**src/edgpsf_pkg.sv**
```systemverilog
// Shared types, constants and elaboration-time functions for the elliptical
// double-Gaussian PSF core. Depends on nothing; every other file in src uses it.
package edgpsf_pkg;

    // Fixed field widths and fixed-point constants.
    localparam int unsigned CoordWidth   = 16;
    localparam int unsigned ExpRangeLog2 = 4;
    localparam int unsigned RomWidth     = 31;
    localparam int unsigned GaussWidth   = 31;
    localparam int unsigned PrefWidth    = 31;
    localparam int unsigned UMidWidth    = 20;

    localparam logic [31:0] InvTwoPiQ32 = 32'd683565276;
    localparam logic [63:0] Ln2Q32      = 64'd2977044472;
    localparam logic [16:0] WeightOne   = 17'd65536;

    // Register indexes on the write port.
    localparam logic [2:0] CfgCosAngle       = 3'd0;
    localparam logic [2:0] CfgSinAngle       = 3'd1;
    localparam logic [2:0] CfgAxisRatio      = 3'd2;
    localparam logic [2:0] CfgInvAxisRatio   = 3'd3;
    localparam logic [2:0] CfgCoreWeight     = 3'd4;
    localparam logic [2:0] CfgNarrowPrec     = 3'd5;
    localparam logic [2:0] CfgWidePrec       = 3'd6;
    localparam logic [2:0] CfgEdgeRadiusSq   = 3'd7;

    // Register reset values.
    localparam logic signed [15:0] RstCosAngle     = 16'sd16384;
    localparam logic signed [15:0] RstSinAngle     = 16'sd0;
    localparam logic [15:0]        RstAxisRatio    = 16'd4096;
    localparam logic [15:0]        RstInvAxisRatio = 16'd4096;
    localparam logic [16:0]        RstCoreWeight   = 17'd32768;
    localparam logic [23:0]        RstNarrowPrec   = 24'd65536;
    localparam logic [23:0]        RstWidePrec     = 24'd65536;
    localparam logic [31:0]        RstEdgeRadiusSq = 32'd1638400;

    typedef struct packed {
        logic signed [CoordWidth-1:0] offset_x;
        logic signed [CoordWidth-1:0] offset_y;
    } psf_in_t;

    typedef struct packed {
        logic [31:0] psf_value;
        logic        inside_edge;
    } psf_out_t;

    typedef struct packed {
        logic signed [15:0] cos_angle;
        logic signed [15:0] sin_angle;
        logic [15:0]        axis_ratio;
        logic [15:0]        inv_axis_ratio;
        logic [16:0]        core_weight;
        logic [23:0]        narrow_precision;
        logic [23:0]        wide_precision;
        logic [31:0]        edge_radius_sq;
    } psf_cfg_t;

    // Beat from the radius pipeline to the Gaussian pipeline.
    typedef struct packed {
        logic        valid;
        logic        in_edge;
        logic [31:0] rsq;
    } rad_beat_t;

    // Beat from the Gaussian pipeline to the mixing stages.
    typedef struct packed {
        logic                  valid;
        logic                  in_edge;
        logic [GaussWidth-1:0] gn;
        logic [GaussWidth-1:0] gw;
    } gauss_beat_t;

    // Division by the small Taylor indexes, used only while building the table.
    function automatic logic [63:0] div_small(input logic [63:0] v, input int unsigned d);
        logic [63:0] q;
        unique case (d)
            2:       q = v / 64'd2;
            3:       q = v / 64'd3;
            4:       q = v / 64'd4;
            5:       q = v / 64'd5;
            6:       q = v / 64'd6;
            7:       q = v / 64'd7;
            8:       q = v / 64'd8;
            9:       q = v / 64'd9;
            10:      q = v / 64'd10;
            11:      q = v / 64'd11;
            12:      q = v / 64'd12;
            13:      q = v / 64'd13;
            14:      q = v / 64'd14;
            15:      q = v / 64'd15;
            16:      q = v / 64'd16;
            default: q = v;
        endcase
        return q;
    endfunction

    // exp(-x) in Q1.30 for x in Q.32: ln2 range reduction then a Taylor series
    // to order 16 in Q.32. Evaluated at elaboration only.
    function automatic logic [RomWidth-1:0] exp_neg_q30(input logic [63:0] x);
        logic [63:0]          n;
        logic [63:0]          r;
        logic [63:0]          term;
        logic [63:0]          pos;
        logic [63:0]          neg;
        logic [63:0]          res;
        logic [RomWidth-1:0]  val;
        int unsigned          i;
        n    = x / Ln2Q32;
        r    = x - n * Ln2Q32;
        term = 64'd1 << 32;
        pos  = term;
        neg  = '0;
        for (i = 1; i <= 16; i++)
        begin
            term = div_small((term * r) >> 32, i);
            if (i[0])
            begin
                neg = neg + term;
            end
            else
            begin
                pos = pos + term;
            end
        end
        res = pos - neg;
        if (n >= 64'd40)
        begin
            val = '0;
        end
        else
        begin
            res = res >> n;
            val = RomWidth'((res + 64'd2) >> 2);
        end
        return val;
    endfunction

endpackage

```
**src/edgpsf_mix.sv**
```systemverilog
// Weighted mix of the two Gaussian terms, rounding, saturation and the result
// register. Depends on edgpsf_pkg for the beat, configuration and result types.
module edgpsf_mix
(
    input  logic                    clk,
    input  logic                    rst_n,
    input  edgpsf_pkg::psf_cfg_t    cfg,
    input  edgpsf_pkg::gauss_beat_t gauss,
    output logic                    done,
    output edgpsf_pkg::psf_out_t    result
);

    // Weights follow the registers; a weight above one counts as one.
    logic [16:0]          w_reg, w_next, wc_reg, wc_next;
    logic                 v1_reg, v1_next, in1_reg, in1_next;
    logic [47:0]          pn_reg, pn_next, pw_reg, pw_next;
    logic                 done_reg, done_next;
    edgpsf_pkg::psf_out_t res_reg, res_next;

    logic [48:0] acc;

    always_comb
    begin
        w_next  = (cfg.core_weight > edgpsf_pkg::WeightOne) ? edgpsf_pkg::WeightOne
                                                            : cfg.core_weight;
        wc_next = edgpsf_pkg::WeightOne - w_reg;

        v1_next  = gauss.valid;
        in1_next = gauss.in_edge;
        pn_next  = 48'(gauss.gn) * 48'(w_reg);
        pw_next  = 48'(gauss.gw) * 48'(wc_reg);

        acc       = 49'(pn_reg) + 49'(pw_reg) + 49'd32768;
        done_next = v1_reg;
        res_next.inside_edge = in1_reg;
        if (!in1_reg)
        begin
            res_next.psf_value = '0;
        end
        else if (acc[48])
        begin
            res_next.psf_value = '1;
        end
        else
        begin
            res_next.psf_value = acc[47:16];
        end
    end

    always_ff @(posedge clk or negedge rst_n)
    begin
        if (!rst_n)
        begin
            v1_reg   <= 1'b0;
            done_reg <= 1'b0;
        end
        else
        begin
            v1_reg   <= v1_next;
            done_reg <= done_next;
        end
    end

    always_ff @(posedge clk)
    begin
        w_reg   <= w_next;
        wc_reg  <= wc_next;
        in1_reg <= in1_next;
        pn_reg  <= pn_next;
        pw_reg  <= pw_next;
        res_reg <= res_next;
    end

    assign done   = done_reg;
    assign result = res_reg;

endmodule

```
**config.mk**
```make
export PLATFORM = sky130hd
export DESIGN_NAME = edgpsf_mix
export DESIGN_NICKNAME = d
export VERILOG_FILES = /design/src/edgpsf_pkg.sv /design/src/edgpsf_mix.sv
export SDC_FILE = /design/constraint.sdc
export NUM_CORES = 2
export LEC_CHECK = 0
export BUFFER_PORTS_ARGS = -buffer_cell sky130_fd_sc_hd__clkbuf_2
export CORE_MARGIN = 8
export CORE_UTILIZATION = 50
export DETAILED_ROUTE_END_ITERATION = 7
export GPL_TIMING_DRIVEN = 0
export MAX_ROUTING_LAYER = met4
export PLACE_DENSITY = 0.64
export SETUP_SLACK_MARGIN = 0.15
export SLEW_MARGIN = 25
export SYNTH_ARGS = -nofsm -noshare
export SYNTH_HDL_FRONTEND = slang
export SYNTH_SLANG_ARGS = --single-unit
```
**constraint.sdc**
```tcl
create_clock -name clk -period 7 [get_ports clk]
set_input_delay 0 -clock clk [delete_from_list [all_inputs] [get_ports clk]]
set_output_delay 0 -clock clk [all_outputs]
set_load 0.01 [all_outputs]
```
==> impl_metrics.toml <==
[synthesis]
ys_seq_area_share_pct = 8.33
yosysTopAreaCell = "fa_1"
synth_fp_nets = 5928
synth_edf_count = 0
syn_area_um2 = 40000
synth.avg_cell_area_um2 = 8.90
syn-instance-count = 4495
ys.flop_type = "dfxtp_1"
yosys_warnings = 0
synth_cell_type_count = 79
synth_seq_cells = 166
async_reset_ff_share_pct = 1.20
netlist.area_leader.share_pct = 43.4
synthTopCellsByArea = "fa_1 (43%), ha_1 (11%), inv_1 (9.5%), dfxtp_1 (8.2%), nand2_1 (6.8%)"

[sta]
max_freq_ghz = 0.149
post-route-period-util_pct = 96.1
hold_viol = 0
finalSetupViolations = 0
worst_pin_slew_ns = 0.956
drv_slew = 0
rsz0062_at_grt = "yes"
fin_crit_ns = 6.73
maxSlewHeadroom_pct = 35.7
skew_ns = 0.0242

[detailed_routing]
wl_per_cell_um = 21.5
firstDrtPassIters = 5
wirelength_um = 123000
drtIter0Drc = 1958
avgViaCountPerCell = 5.37
detail-route-antenna-nets = 0
routed-via-count = 30782
drc = 0

[min_path]
hold_start = "gauss[1]"
hold_class = "primary input to register"
whs_endpoint = "pw_reg[1]"
hold_depth = 3

[worst_setup_path]
r2r_setup_slack_ns = 0.27
path_delay_family = "adder cells"
path_common_cell = "fa_1"
r2r_end = "pn_reg[46]"
crit_required_ns = 7.35
cpPeakStageDelay_ns = 0.60
cp-start-kind = "register"
endpoint_kind = "register"
critPathMaxFanout = 10
worstSetupPathType = "register to register"
r2r_start = "w_reg[4]"
cpMaxStageDelayCell = "fa_1"
worstPathCellList = "buf_6 > buf_12 > nand2_1 > fa_1 > fa_1 > inv_1 > fa_1 > fa_1 > fa_1 > inv_1 > fa_1 > inv_1 > ha_4 > a21o_1 > a21o_1 > a21oi_2 > o221ai_2 > or3b_4 > o22ai_4 > o31ai_4 > and4b_1 > or4_1"
reg2reg_depth = 22
cp.arrival_ns = 7.08
path_buf_inv = 5

[global_route]
grt_overflow = 0
grt_use_total_pct = 29.2
grt_pass1_vias = 33295
antenna_found_initial = 9
grt_start_max_net_pins = 17
grt_pass1_wl_um = 195000

[floorplan]
chipHeight_um = 299
die_x_um = 299
ioPinCount = 261
row_count = 103
die_area_um2 = 89300
start_util_pct = 50.6
core_um2 = 79100

[clock_network]
cts.sinks = 166
cts_max_path_buffers = 2
path_clk_slew_ns = 0.07
clock_insertion_delay_worst_skew_ns = 0.48
clockRootBuffer = "clkbuf_16"
cts_tree = "done"
h-tree-depth = 4
cts_buffers = 17

[finish]
final_common_cell = "inv_1"
most-common-layout-cells = "inv_1 (1009), fa_1 (867), nand2_1 (723)"
utilization_pct = 55.0
area_growth_syn_to_layout_pct = 8.76
drive_gt1_share_pct = 6.81
fin_nets = 6092

[placement]
globalplace.congestion = 0.977
dp_hpwl_um = 102000
portBuffers = 110

[outcome]
outcome = "finished clean"

[run]
maxCapViolations = 0
## final cells by class
| class | count | area [µm²] |
|---|---|---|
| diodes | 9 | 22.5 |
| plain buffers | 201 | 1260 |
| clock buffers | 20 | 467 |
| clock inverters | 12 | 139 |
| fillers | 7397 | 35600 |
| inverters | 1010 | 3790 |
| multi-input cells | 3118 | 32300 |
| flip-flops and latches | 166 | 3370 |
| well taps | 1050 | 1310 |
| repair buffers | 145 | 886 |
## tightest hold or removal path, delay by kind of cell
| family | cells | cell delay, ns |
|---|---|---|
| adder cells (fa/ha/maj) | 1 | 0.12 |
| buffers and inverters | 1 | 0.24 |
| AND/OR/NAND/NOR | 1 | 0.18 |
## kinds of logic (layout without fill, tap and decap cells)
family,after synthesis,count (layout),share of synthesized area (%)
other,0,9,0
multiplexers,1,1,0.0250
adder cells (fa/ha/maj),1206,1206,54.0
buffers and inverters,1211,1388,11.5
flip-flops,166,166,8.33
AO/OA/AOI/OAI,418,418,6.93
AND/OR/NAND/NOR,1363,1363,16.4
XOR/XNOR,130,130,2.86
## synth_stat cells, drive strengths merged, types with 12 or more instances
master,n
xor2,43
nor2b,26
nand4,24
inv,1010
a21o,62
ha,338
o21a,49
clkbuf,191
nand2,725
o21bai,19
a211oi,15
dfxtp,164
and2,414
nor3,16
nor4,12
fa,868
a31oi,20
and3,18
nor2,63
o21ai,58
xnor2,87
a21oi,124
nand3,26
## worst max path at each step
| stage | slack, ns | to | startpoint | cells after the start |
|---|---|---|---|---|
| floorplan | 0.61 | pn_reg[46] | w_reg[2] | 22 |
| global placement | -0.96 | pn_reg[46] | w_reg[6] | 23 |
| detailed placement | -0.77 | pn_reg[46] | w_reg[9] | 22 |
| CTS | 0.11 | pw_reg[44] | wc_reg[16] | 21 |
| global route | 0.08 | pw_reg[47] | wc_reg[5] | 23 |
| finish | 0.27 | pn_reg[46] | w_reg[4] | 22 |
## metal layers
| metal | track usage, % | share of wire (%) |
|---|---|---|
| met5 | - | 0 |
| met4 | 10.5 | 4.1 |
| met3 | 7.28 | 9.0 |
| met2 | 46.0 | 46 |
| met1 | 36.4 | 41 |
## per-stage QoR
step | instances | hold WS (ns) | TNS [ns] | area, µm² | worst slack [ns]
global route | 5729 | 0.0996 | 0 | 43500 | 0.0823
global placement | 5655 | -0.215 | -14.50 | 41900 | -0.963
finish | 5731 | 0.0998 | 0 | 43500 | 0.270
CTS | 5719 | 0.0767 | 0 | 43200 | 0.107
floorplan | 4495 | -0.296 | 0 | 40000 | 0.605
detailed placement | 5655 | -0.212 | -11.09 | 41900 | -0.769
## repair_timing
action,in CTS,in global routing
gates resized for setup,162,184
endpoints found under the hold margin,25,0
pin swaps,3,9
buffers inserted,3,3
hold buffers,29,0
setup endpoints to repair,41,20
Power is left out: the tool's default activity adds up to more than one toggle a clock period on the data nets, which glitch-free logic cannot reach.
